[src/rtl/slcg_pkg.sv]
`timescale 1ns / 1ps

package slcg_pkg;

   localparam int MaxLevel = 6;
   localparam int LevelWidth = 3;
   localparam int RowWidth = $clog2((1 << MaxLevel) + 2);
   localparam int SumWidth = RowWidth + 2;
   localparam int IndexWidth = 16;
   localparam int CountWidth = 3;
   localparam int QueueDepth = 2;
   localparam int QueuePtrWidth = $clog2(QueueDepth);
   localparam int CsrIndexWidth = 1;
   localparam int CsrDataWidth = LevelWidth;
   localparam int ReqDataWidth = 8;
   localparam int RspDataWidth = 4 * IndexWidth;

   localparam logic [CsrIndexWidth-1:0] CsrSubdivisionLevel = 1'b0;
   localparam logic [CsrIndexWidth-1:0] CsrDimensionMode = 1'b1;

   typedef struct packed {
      logic [RowWidth-1:0]   row_i;
      logic [RowWidth-1:0]   row_j;
      logic [RowWidth-1:0]   row_k;
      logic [IndexWidth-1:0] point_index;
      logic [RowWidth-1:0]   steps;
      logic                  dim3;
      logic [CountWidth-1:0] count;
      logic                  mesh_end;
   } job_type;

endpackage

[src/rtl/simplex_lattice_connectivity_generator.sv]
`timescale 1ns / 1ps

// Connectivity generator for a triangle or tetrahedron subdivided into 2^level steps per edge.
// The req channel carries one transaction per lattice step: restart in bit 0 of req_tdata moves
// to the origin, otherwise the walk advances one lattice point (i-major, then j, then k).
// Each point yields zero to six simplices on the rsp channel, one transaction per simplex,
// with tlast on the final simplex of the point and tuser on the final simplex of the mesh.
// The csr port writes subdivision_level (index 0) and dimension_mode (index 1); the user must
// write them only while idle, which the block does not enforce. An accepted point is written
// to the job queue, then popped into the sequencer's registers once the sequencer is free.
// The output register then takes one simplex per cycle while rsp is not stalled; a point has
// one, two, five or six simplices, interior 3D points six. A two-entry job queue lets req accept
// a new point while the previous one is still draining; req_tready drops only when it is full.
// When rsp_tready is low the output register holds, the sequencer waits, and the queue fills.
// Reset clears the walk, empties the queue and output, sets level 0 and 3D mode; the walk
// stays idle until a restart arrives.

module simplex_lattice_connectivity_generator import slcg_pkg::*; (
   input  logic                     clock,
   input  logic                     reset,
   input  logic                     req_tvalid,
   output logic                     req_tready,
   input  logic [ReqDataWidth-1:0]  req_tdata,   // restart, zero fill
   output logic                     rsp_tvalid,
   input  logic                     rsp_tready,
   output logic [RspDataWidth-1:0]  rsp_tdata,   // vertex_a, vertex_b, vertex_c, vertex_d
   output logic                     rsp_tlast,
   output logic                     rsp_tuser,   // last_of_mesh
   input  logic                     csr_wr_en,
   input  logic [CsrIndexWidth-1:0] csr_index,
   input  logic [CsrDataWidth-1:0]  csr_wdata
);

   logic    push_valid;
   job_type push_job;
   logic    queue_full;
   logic    pop;
   logic    head_valid;
   job_type head_job;

   slcg_front u_front (
      .clock      (clock),
      .reset      (reset),
      .req_tvalid (req_tvalid),
      .req_tready (req_tready),
      .restart    (req_tdata[0]),
      .csr_wr_en  (csr_wr_en),
      .csr_index  (csr_index),
      .csr_wdata  (csr_wdata),
      .queue_full (queue_full),
      .push_valid (push_valid),
      .push_job   (push_job)
   );

   slcg_queue u_queue (
      .clock      (clock),
      .reset      (reset),
      .push_valid (push_valid),
      .push_job   (push_job),
      .full       (queue_full),
      .pop        (pop),
      .head_valid (head_valid),
      .head_job   (head_job)
   );

   slcg_back u_back (
      .clock      (clock),
      .reset      (reset),
      .head_valid (head_valid),
      .head_job   (head_job),
      .pop        (pop),
      .rsp_tvalid (rsp_tvalid),
      .rsp_tready (rsp_tready),
      .rsp_tdata  (rsp_tdata),
      .rsp_tlast  (rsp_tlast),
      .rsp_tuser  (rsp_tuser)
   );

endmodule

[src/rtl/slcg_front.sv]
`timescale 1ns / 1ps

module slcg_front import slcg_pkg::*; (
   input  logic                     clock,
   input  logic                     reset,
   input  logic                     req_tvalid,
   output logic                     req_tready,
   input  logic                     restart,
   input  logic                     csr_wr_en,
   input  logic [CsrIndexWidth-1:0] csr_index,
   input  logic [CsrDataWidth-1:0]  csr_wdata,
   input  logic                     queue_full,
   output logic                     push_valid,
   output job_type                  push_job
);

   logic [LevelWidth-1:0] level_ff;
   logic                  dim3_ff;
   logic [RowWidth-1:0]   row_i_ff, row_i_in;
   logic [RowWidth-1:0]   row_j_ff, row_j_in;
   logic [RowWidth-1:0]   row_k_ff, row_k_in;
   logic [IndexWidth-1:0] point_index_ff, point_index_in;
   logic                  running_ff, running_in;

   logic [LevelWidth-1:0] level_clamped;
   logic [RowWidth-1:0]   steps;
   logic [SumWidth-1:0]   steps_ext;
   logic [SumWidth-1:0]   sum_ij_inc;
   logic [SumWidth-1:0]   sum_ijk_inc;
   logic [SumWidth-1:0]   emit_sum;
   logic                  emit;
   logic                  accept;
   logic [CountWidth-1:0] count;

   assign level_clamped = (level_ff > LevelWidth'(MaxLevel)) ? LevelWidth'(MaxLevel) : level_ff;
   assign steps = RowWidth'(1) << level_clamped;
   assign steps_ext = SumWidth'(steps);
   assign sum_ij_inc = SumWidth'(row_i_ff) + SumWidth'(row_j_ff) + SumWidth'(1);
   assign sum_ijk_inc = sum_ij_inc + SumWidth'(row_k_ff);

   assign req_tready = !queue_full;
   assign accept = req_tvalid && req_tready;

   always_comb begin
      row_i_in = row_i_ff;
      row_j_in = row_j_ff;
      row_k_in = row_k_ff;
      point_index_in = point_index_ff;
      running_in = running_ff;
      if (restart) begin
         row_i_in = '0;
         row_j_in = '0;
         row_k_in = '0;
         point_index_in = '0;
         running_in = 1'b1;
      end else if (running_ff) begin
         point_index_in = point_index_ff + IndexWidth'(1);
         if (dim3_ff && (sum_ijk_inc <= steps_ext)) begin
            row_k_in = row_k_ff + RowWidth'(1);
         end else begin
            row_k_in = '0;
            row_j_in = row_j_ff + RowWidth'(1);
            if (sum_ij_inc > steps_ext) begin
               row_j_in = '0;
               row_i_in = row_i_ff + RowWidth'(1);
               if (SumWidth'(row_i_ff) + SumWidth'(1) > steps_ext) begin
                  running_in = 1'b0;
               end
            end
         end
      end
   end

   always_comb begin
      emit_sum = SumWidth'(row_i_in) + SumWidth'(row_j_in) + SumWidth'(row_k_in);
      emit = running_in && (emit_sum < steps_ext);
      if (emit_sum + SumWidth'(1) >= steps_ext) begin
         count = CountWidth'(1);
      end else if (!dim3_ff) begin
         count = CountWidth'(2);
      end else if (emit_sum + SumWidth'(2) >= steps_ext) begin
         count = CountWidth'(5);
      end else begin
         count = CountWidth'(6);
      end
   end

   assign push_valid = accept && emit;
   assign push_job.row_i = row_i_in;
   assign push_job.row_j = row_j_in;
   assign push_job.row_k = row_k_in;
   assign push_job.point_index = point_index_in;
   assign push_job.steps = steps;
   assign push_job.dim3 = dim3_ff;
   assign push_job.count = count;
   assign push_job.mesh_end = (SumWidth'(row_i_in) + SumWidth'(1) == steps_ext)
                              && (row_j_in == '0) && (row_k_in == '0);

   always_ff @(posedge clock) begin
      if (reset) begin
         level_ff <= '0;
         dim3_ff <= 1'b1;
         row_i_ff <= '0;
         row_j_ff <= '0;
         row_k_ff <= '0;
         point_index_ff <= '0;
         running_ff <= 1'b0;
      end else begin
         if (csr_wr_en) begin
            unique case (csr_index)
               CsrSubdivisionLevel: level_ff <= csr_wdata;
               CsrDimensionMode:    dim3_ff <= csr_wdata[0];
               default: ;
            endcase
         end
         if (accept) begin
            row_i_ff <= row_i_in;
            row_j_ff <= row_j_in;
            row_k_ff <= row_k_in;
            point_index_ff <= point_index_in;
            running_ff <= running_in;
         end
      end
   end

endmodule

[src/rtl/slcg_queue.sv]
`timescale 1ns / 1ps

module slcg_queue import slcg_pkg::*; (
   input  logic    clock,
   input  logic    reset,
   input  logic    push_valid,
   input  job_type push_job,
   output logic    full,
   input  logic    pop,
   output logic    head_valid,
   output job_type head_job
);

   job_type                    entry_ff [QueueDepth];
   logic [QueuePtrWidth-1:0]   wr_ptr_ff, rd_ptr_ff;
   logic [QueuePtrWidth:0]     fill_ff;

   assign full = (fill_ff == (QueuePtrWidth + 1)'(QueueDepth));
   assign head_valid = (fill_ff != '0);
   assign head_job = entry_ff[rd_ptr_ff];

   always_ff @(posedge clock) begin
      if (push_valid) begin
         entry_ff[wr_ptr_ff] <= push_job;
      end
   end

   always_ff @(posedge clock) begin
      if (reset) begin
         wr_ptr_ff <= '0;
         rd_ptr_ff <= '0;
         fill_ff <= '0;
      end else begin
         if (push_valid) begin
            wr_ptr_ff <= wr_ptr_ff + QueuePtrWidth'(1);
         end
         if (pop) begin
            rd_ptr_ff <= rd_ptr_ff + QueuePtrWidth'(1);
         end
         if (push_valid && !pop) begin
            fill_ff <= fill_ff + (QueuePtrWidth + 1)'(1);
         end else if (pop && !push_valid) begin
            fill_ff <= fill_ff - (QueuePtrWidth + 1)'(1);
         end
      end
   end

endmodule

[src/rtl/slcg_back.sv]
`timescale 1ns / 1ps

module slcg_back import slcg_pkg::*; (
   input  logic                    clock,
   input  logic                    reset,
   input  logic                    head_valid,
   input  job_type                 head_job,
   output logic                    pop,
   output logic                    rsp_tvalid,
   input  logic                    rsp_tready,
   output logic [RspDataWidth-1:0] rsp_tdata,
   output logic                    rsp_tlast,
   output logic                    rsp_tuser
);

   logic                  busy_ff, busy_in;
   logic [CountWidth-1:0] seq_ff, seq_in;
   logic [CountWidth-1:0] count_ff;
   logic                  dim3_ff;
   logic                  mesh_ff;
   logic [IndexWidth-1:0] vp_ff, vpk_ff, vpj_ff, vpi_ff, vpkj_ff, vpij_ff, vpki_ff, vpkij_ff;

   logic                    rsp_valid_ff, rsp_valid_in;
   logic [IndexWidth-1:0]   out_a_ff, out_b_ff, out_c_ff, out_d_ff;
   logic                    out_lop_ff, out_lom_ff;

   logic [RowWidth-1:0]     side;
   logic [RowWidth-1:0]     diff;
   logic [RowWidth-1:0]     diff_inc;
   logic [2*RowWidth-1:0]   tri_prod;
   logic [IndexWidth-1:0]   j_sub;
   logic [IndexWidth-1:0]   new_pj, new_pi, new_pij;

   logic                    adv;
   logic                    last;
   logic [IndexWidth-1:0]   sel_a, sel_b, sel_c, sel_d;

   assign side = head_job.steps + RowWidth'(1);
   assign diff = side - head_job.row_i;
   assign diff_inc = diff + RowWidth'(1);
   assign tri_prod = (2*RowWidth)'(diff) * (2*RowWidth)'(diff_inc);
   assign j_sub = IndexWidth'(head_job.row_j);
   assign new_pj = head_job.point_index + IndexWidth'(diff)
                   - (head_job.dim3 ? j_sub : IndexWidth'(0));
   assign new_pi = head_job.point_index + IndexWidth'(tri_prod >> 1) - j_sub;
   assign new_pij = new_pi + IndexWidth'(diff) - IndexWidth'(1) - j_sub;

   assign adv = busy_ff && (!rsp_valid_ff || rsp_tready);
   assign last = (seq_ff == count_ff - CountWidth'(1));
   assign pop = head_valid && (!busy_ff || (adv && last));

   always_comb begin
      sel_a = vp_ff;
      sel_b = vpk_ff;
      sel_c = vpj_ff;
      sel_d = dim3_ff ? vpi_ff : '0;
      case (seq_ff)
         CountWidth'(1): begin
            sel_a = vpk_ff;
            sel_b = vpkj_ff;
            sel_c = vpj_ff;
         end
         CountWidth'(2): begin
            sel_a = vpk_ff;
            sel_b = vpkj_ff;
            sel_c = vpki_ff;
         end
         CountWidth'(3): begin
            sel_a = vpj_ff;
            sel_b = vpi_ff;
            sel_c = vpkj_ff;
            sel_d = vpij_ff;
         end
         CountWidth'(4): begin
            sel_a = vpi_ff;
            sel_b = vpkj_ff;
            sel_c = vpij_ff;
            sel_d = vpki_ff;
         end
         CountWidth'(5): begin
            sel_a = vpkj_ff;
            sel_b = vpij_ff;
            sel_c = vpki_ff;
            sel_d = vpkij_ff;
         end
         default: ;
      endcase
   end

   always_comb begin
      busy_in = busy_ff;
      seq_in = seq_ff;
      if (pop) begin
         busy_in = 1'b1;
         seq_in = '0;
      end else if (adv) begin
         seq_in = seq_ff + CountWidth'(1);
         if (last) begin
            busy_in = 1'b0;
         end
      end
      rsp_valid_in = rsp_valid_ff;
      if (adv) begin
         rsp_valid_in = 1'b1;
      end else if (rsp_tready) begin
         rsp_valid_in = 1'b0;
      end
   end

   always_ff @(posedge clock) begin
      if (reset) begin
         busy_ff <= 1'b0;
         seq_ff <= '0;
         rsp_valid_ff <= 1'b0;
      end else begin
         busy_ff <= busy_in;
         seq_ff <= seq_in;
         rsp_valid_ff <= rsp_valid_in;
      end
   end

   always_ff @(posedge clock) begin
      if (pop) begin
         count_ff <= head_job.count;
         dim3_ff <= head_job.dim3;
         mesh_ff <= head_job.mesh_end;
         vp_ff <= head_job.point_index;
         vpk_ff <= head_job.point_index + IndexWidth'(1);
         vpj_ff <= new_pj;
         vpkj_ff <= new_pj + IndexWidth'(1);
         vpi_ff <= new_pi;
         vpki_ff <= new_pi + IndexWidth'(1);
         vpij_ff <= new_pij;
         vpkij_ff <= new_pij + IndexWidth'(1);
      end
      if (adv) begin
         out_a_ff <= sel_a;
         out_b_ff <= sel_b;
         out_c_ff <= sel_c;
         out_d_ff <= sel_d;
         out_lop_ff <= last;
         out_lom_ff <= last && mesh_ff;
      end
   end

   assign rsp_tvalid = rsp_valid_ff;
   assign rsp_tdata = {out_d_ff, out_c_ff, out_b_ff, out_a_ff};
   assign rsp_tlast = out_lop_ff;
   assign rsp_tuser = out_lom_ff;

endmodule

[config.mk]
export PLATFORM = sky130hd
export DESIGN_NAME = simplex_lattice_connectivity_generator
export DESIGN_NICKNAME = d
export VERILOG_FILES = /design/src/rtl/slcg_pkg.sv /design/src/rtl/simplex_lattice_connectivity_generator.sv /design/src/rtl/slcg_front.sv /design/src/rtl/slcg_queue.sv /design/src/rtl/slcg_back.sv
export SDC_FILE = /design/constraint.sdc
export NUM_CORES = 1
export LEC_CHECK = 0
export ABC_AREA = 1
export BUFFER_PORTS_ARGS = -buffer_cell sky130_fd_sc_hd__buf_4
export CAP_MARGIN = 20
export CORE_MARGIN = 1
export CORE_UTILIZATION = 55
export DETAILED_ROUTE_END_ITERATION = 12
export HOLD_SLACK_MARGIN = 0.03
export PLACE_DENSITY = 0.78
export SLEW_MARGIN = 20
export SYNTH_ARGS = -nofsm -noshare
export SYNTH_HDL_FRONTEND = slang
export SYNTH_SLANG_ARGS = --single-unit
[constraint.sdc]
create_clock -name clock -period 16.09 [get_ports clock]
set_input_delay 1.609 -clock clock [delete_from_list [all_inputs] [get_ports clock]]
set_output_delay 1.609 -clock clock [all_outputs]
set_load 0.005 [all_outputs]
Yosys cells after proc, flatten, opt, wreduce, memory -nomap -nowiden
Memories as Yosys holds them, arrays and structs flattened. A register that Yosys moved wholly into a read port is not among the register bits.
Cells that the tools add are included.
{ "classes": {"eq_ne": 8, "order_cmp": 7, "multipliers": 1, "n_mux": 39, "addsub": 33, "n_reduce_logical": 33, "shifts": 1, "div_mod_pow": 0, "n_bitwise": 1} }
{ "ops": {"columns": ["operator", "count"], "rows": [
  ["$pmux 16 s3", 3],
  ["$mux 7", 12],
  ["$add 16x1->16 const B", 5],
  ["$pmux 16 s4", 1],
  ["$mux 16", 3],
  ["$add 7x1->7 const B", 5],
  ["$add 16x7->16", 2],
  ["$sub 16x7->16", 2],
  ["$add 9x1->9 const B", 2],
  ["$add 9x7->9", 2],
  ["$ge 9x7->1", 2],
  ["$gt 9x7->1", 2],
  ["$add 16x13->16", 1],
  ["$add 7x1->8 const B", 2],
  ["$add 7x7->8", 2],
  ["$sub 16x1->16 const B", 1],
  ["$sub 16x16->16", 1],
  ["$logic_not 7->1", 2],
  ["$mul 7x7->14", 1],
  ["$mux 1", 14],
  ["$logic_and 1x1->1", 12],
  ["$reduce_bool 2->1", 5],
  ["$add 9x2->9 const B", 1],
  ["$eq 9x7->1", 1],
  ["other kinds (23)", 39]
]} }
{ "totals": {"word_cells": 154, "latch_bits": 0, "input_bits": 17, "ramBits": 98, "out_inout_bits": 68, "n_memories": 1, "rom_bits": 0, "reg_bits": 250} }
{ "memory_table": {"columns": ["name", "depth", "word_bits", "rd", "rd_ports_with_merged_regs", "write_ports", "line_no", "rtl"], "rows": [
  ["u_queue.entry_ff", 2, 49, 1, 1, 1, "slcg_queue.sv:14", "job_type entry_ff [QueueDepth];"]
]} }

Logic depth before layout (Yosys ltp)
{ "depth": {"word_depth": 17, "ltp_mapped": 57, "mapped_depth_nobuf": 53} }

Cells and area by module
From an unflattened synthesis, not the netlist that was laid out.
{ "unflattened": {"hier_cells": 2483, "area_unflattened_um2": 23187.2} }
{ "by_module_without_submodules": {"columns": ["mod", "instances", "area_each_um2", "cells_each", "seq_area_each_um2"], "rows": [
  ["slcg_back", 1, 14308.7, 1509, 6075.8],
  ["slcg_front", 1, 5071.1, 789, 840.8],
  ["slcg_queue", 1, 3807.4, 185, 3042.9]
]} }

Worst setup path after synthesis
Ideal clock, no wire load.
{ "synth_timing": {"path_kind": "flip-flop to flip-flop", "start": "reg with a tool-made name", "end": "reg u_back.vpkij_ff[15], data pin", "t_arrival_ns": 10.921, "period_less_slack_ns": 11.182, "required_time_ns": 15.829, "path_slack_ns": 4.908, "setup_ns": 0.261, "path_buffers": 4, "stages_incl_launch_ff": 52, "cell_sequence": "dfxtp_1 -> clkbuf_1 -> clkbuf_1 -> clkbuf_1 -> clkbuf_1 -> mux2_2 -> ha_1 -> inv_1 -> ha_1 -> inv_1 -> fa_1 -> xnor2_1 -> nand3_1 -> nor2_1 -> nand2_1 -> ha_1 -> inv_1 -> nand2_1 -> (+16 left out) -> inv_1 -> fa_1 -> ha_1 -> nand2_1 -> nor3_1 -> nand2_1 -> o211ai_1 -> nand2_1 -> nand2_1 -> a21oi_1 -> o21ai_0 -> nand2_1 -> nand2_1 -> a21oi_1 -> o21ai_0 -> xor2_1 -> nand3b_1 -> xnor2_1"} }
{ "synth_rtl": {"columns": ["element", "line_no", "rtl"], "rows": [
  ["end signal: assignment", "slcg_back.sv:134", "vpkij_ff <= new_pij + IndexWidth'(1);"],
  ["end: declaration", "slcg_back.sv:21", "logic [IndexWidth-1:0] vp_ff, vpk_ff, vpj_ff, vpi_ff, vpkj_ff, vpij_ff, vpki_ff, vpkij_ff;"]
]} }

==> metrics <==
outcome completed; crit path DAT 11.87 ns; Main synth FF type edfxtp_1; Clock Latency Late Sink 0.54 ns; terminus of the critical flop-to-flop path u_back.vpkij_ff[15]$_DFFE_PP_; # fillers 3,235; Buf/Inv on CP 12; final hold slack 0.457 ns; row cnt 73; WP depth 49; nets 2,813; Clk pin slew, worst setup/hold paths 0.06 ns; Yosys warning total 0; Synth cell types 55; # DRC 0; post-CTS resize count 0; CP required 16.37 ns; Crit Path Category reg2reg; initial DRC count 1,411; antenna violation net count after detailed routing 0; via count 17,300; die height 203 um; unrepaired setup endpoints after global routing no; synthesized instance count 2,457; Port Buffers 77; clock skew 0.0200 ns; hold-fix buffers at CTS 0; CP Launch Type flip-flop; Crit-path slowest cell fa_1; core area 39,800 um^2; Initial Utilization 0.559; Area Growth Syn to Fin 10.8%; antenna cells 0; pin count of the biggest net entering global routing 73; first-pass GRT wire length 82,800 um; ratio of cells with drive above 1 in the final layout 0.0817; GRT Overall Usage 0.250; H-tree lvl count 2; DP HPWL 39,000 um; initial antenna violation count 0; I/O pin total 85; Async SR Flop Fraction 0; syn nets 2,729; TritonCTS clock tree built; CTS sink cnt 335; number of synthesized flops with an enable pin 283; Worst-Margin Slew 0.890 ns; drt via density 5.58; routability-driven placement congestion ratio 0.933; max-cap violation count 0; crit-path max FO 54; Critical Path Max Stage Delay 0.55 ns; WL per Instance 16.7 um; post-synthesis register bit count 335; crit path time final 11.59 ns; R2R Setup Slk 4.50 ns; crit path to u_back.vpkij_ff[15]$_DFFE_PP_; Top delay family on crit path adder cells; setup repair bufs after CTS 0; Crit. End Element flip-flop; Top cell by count, worst path inv_1; Die Width 203 um; Final Hold Fails 0; post-synth design cell area 22,300 um^2; Max Slew Vio Count 0; worst min path class reg2reg; clock buffer depth 3; syn_area_per_cell 9.06 um^2; Setup-failing EPs final 0; DRT Wirelength 51,500 um; setup tns final 0 ns; vias in the first global route 17,000; root buffer cell clkbuf_16; Fmax 86.3 MHz; Reg2Reg Depth 49; Rel. slew slack 0.407; sequential area share after synthesis 0.429; full die area 41,300 um^2; cts bufs inserted 36; Congestion Overflow GR 0; DR pass1 iterations 6; Tcrit/Tclk final 0.720
layout by cell type, fill, tap and decap left out, types with 12 or more instances in the layout:
cell type,instances
nand2_1,498
inv_1,419
edfxtp_1,283
ha_1,203
a21oi_1,164
o21ai_0,113
nor2_1,113
xor2_1,101
nand3_1,95
buf_4,93
fa_1,51
dfxtp_1,51
clkbuf_16,38
nor3_1,37
xnor2_1,37
a22oi_1,30
nand4_1,23
or2_2,16
a221oi_1,15
o211ai_1,14
o21bai_1,13
mux2_2,13
clkinv_1,12
worst reg2reg max path, delay by kind of cell (launching register included):
family	cells	cell delay, ns
xor+xnor	4	1.04
flops	1	0.40
simple gates	12	1.46
mux	1	0.29
fa+ha+maj	12	4.94
compound gates	8	1.56
buf+inv	12	1.63
state kept, by name, summed over array words and instances (netlist names), 2 cells and up, named ones only:
signal and cells:
u_front.level_ff 3, u_back.vpkj_ff 16, u_back.count_ff 3, u_back.vp_ff 16, u_back.vpj_ff 16, u_front.point_index_ff 16
u_back.out_a_ff 16, u_front.row_i_ff 7, u_back.vpki_ff 16, u_front.row_j_ff 7, u_back.out_c_ff 16, u_back.out_b_ff 16
u_back.vpi_ff 16, u_back.vpkij_ff 16, u_queue.fill_ff 2, u_back.out_d_ff 16, u_queue.entry_ff 84, u_back.seq_ff 3
u_back.vpij_ff 16, u_front.row_k_ff 7, u_back.vpk_ff 16
cells in the mapped netlist, drive strengths merged, types with 2 or more instances:
library cell | instances | area share
a211oi | 6 | 0.0020
a21boi | 3 | 0.0012
a21o | 5 | 0.0017
a21oi | 164 | 0.037
a221oi | 15 | 0.0059
a22oi | 30 | 0.010
a31oi | 10 | 0.0028
and2 | 5 | 0.0014
buf | 8 | 0.0022
clkbuf | 42 | 0.0071
clkinv | 5 | 0.00084
dfxtp | 52 | 0.047
edfxtp | 283 | 0.38
fa | 51 | 0.046
ha | 204 | 0.11
inv | 423 | 0.071
mux2 | 13 | 0.0066
mux2i | 10 | 0.0045
nand2 | 507 | 0.087
nand3 | 99 | 0.024
nand3b | 6 | 0.0020
nand4 | 24 | 0.0074
nor2 | 122 | 0.022
nor3 | 38 | 0.0085
nor4 | 7 | 0.0020
o2111ai | 9 | 0.0035
o211a | 2 | 0.00090
o211ai | 14 | 0.0047
o21a | 3 | 0.0010
o21ai | 120 | 0.027
o21bai | 13 | 0.0044
o31ai | 3 | 0.0010
or2 | 17 | 0.0048
xnor2 | 37 | 0.015
xor2 | 101 | 0.040
kinds of logic after synthesis:
| kind of cell | after synthesis | share of synthesized area |
|---|---|---|
| and+or+nand+nor | 825 | 0.159 |
| buffers and inverters | 478 | 0.0814 |
| AOI/OAI and AO/OA | 403 | 0.106 |
| adders and majority gates | 255 | 0.161 |
| muxes | 23 | 0.0111 |
| xor gates and xnor gates | 138 | 0.0543 |
| DFF | 335 | 0.429 |
routing by layer:
| metal | share of wire | global-route usage | vias to the layer above |
|---|---|---|---|
| met2 | 0.51 | 0.454 | 635 |
| li1 | - | - | 8365 |
| met4 | 0.034 | 0.103 | 0 |
| met3 | 0.063 | 0.0336 | 127 |
| met5 | 0 | 0 | - |
| met1 | 0.40 | 0.295 | 8146 |
cell type report:
cell class,count,area (um^2),area share
tap,525,657,0.0266
inverter,428,1610,0.0652
timing repair buffer,96,753,0.0305
multi-input combinational,1644,10900,0.443
sequential,335,9540,0.387
clock inverter,22,200,0.00812
clock buffer,44,973,0.0395
how the worst min path moves through the flow:
stage	startpoint	endpoint	depth (start not counted)
after floorplan	u_queue.rd_ptr_ff$_SDFFE_PP0P_	flip-flop	1
after global placement	u_queue.rd_ptr_ff$_SDFFE_PP0P_	u_queue.rd_ptr_ff$_SDFFE_PP0P_	1
after detailed placement	u_queue.rd_ptr_ff$_SDFFE_PP0P_	u_queue.rd_ptr_ff$_SDFFE_PP0P_	1
after CTS	u_queue.rd_ptr_ff$_SDFFE_PP0P_	u_queue.rd_ptr_ff$_SDFFE_PP0P_	1
after global routing	u_queue.rd_ptr_ff$_SDFFE_PP0P_	u_queue.rd_ptr_ff$_SDFFE_PP0P_	1
final	u_queue.rd_ptr_ff$_SDFFE_PP0P_	u_queue.rd_ptr_ff$_SDFFE_PP0P_	1
through the flow:
step,worst slack [ns],util,cells,cell area [um^2]
5_1_grt,3.81,0.619,3094,24700
3_3_place_gp,4.75,0.588,3025,23400
4_1_cts,4.53,0.619,3093,24600
3_5_place_dp,4.52,0.589,3027,23500
6_report,4.50,0.619,3094,24700
2_1_floorplan,4.91,-,2457,22300
Power is not shown: default switching activity piles up to over one toggle a cycle in this logic, so the estimate is an artifact.
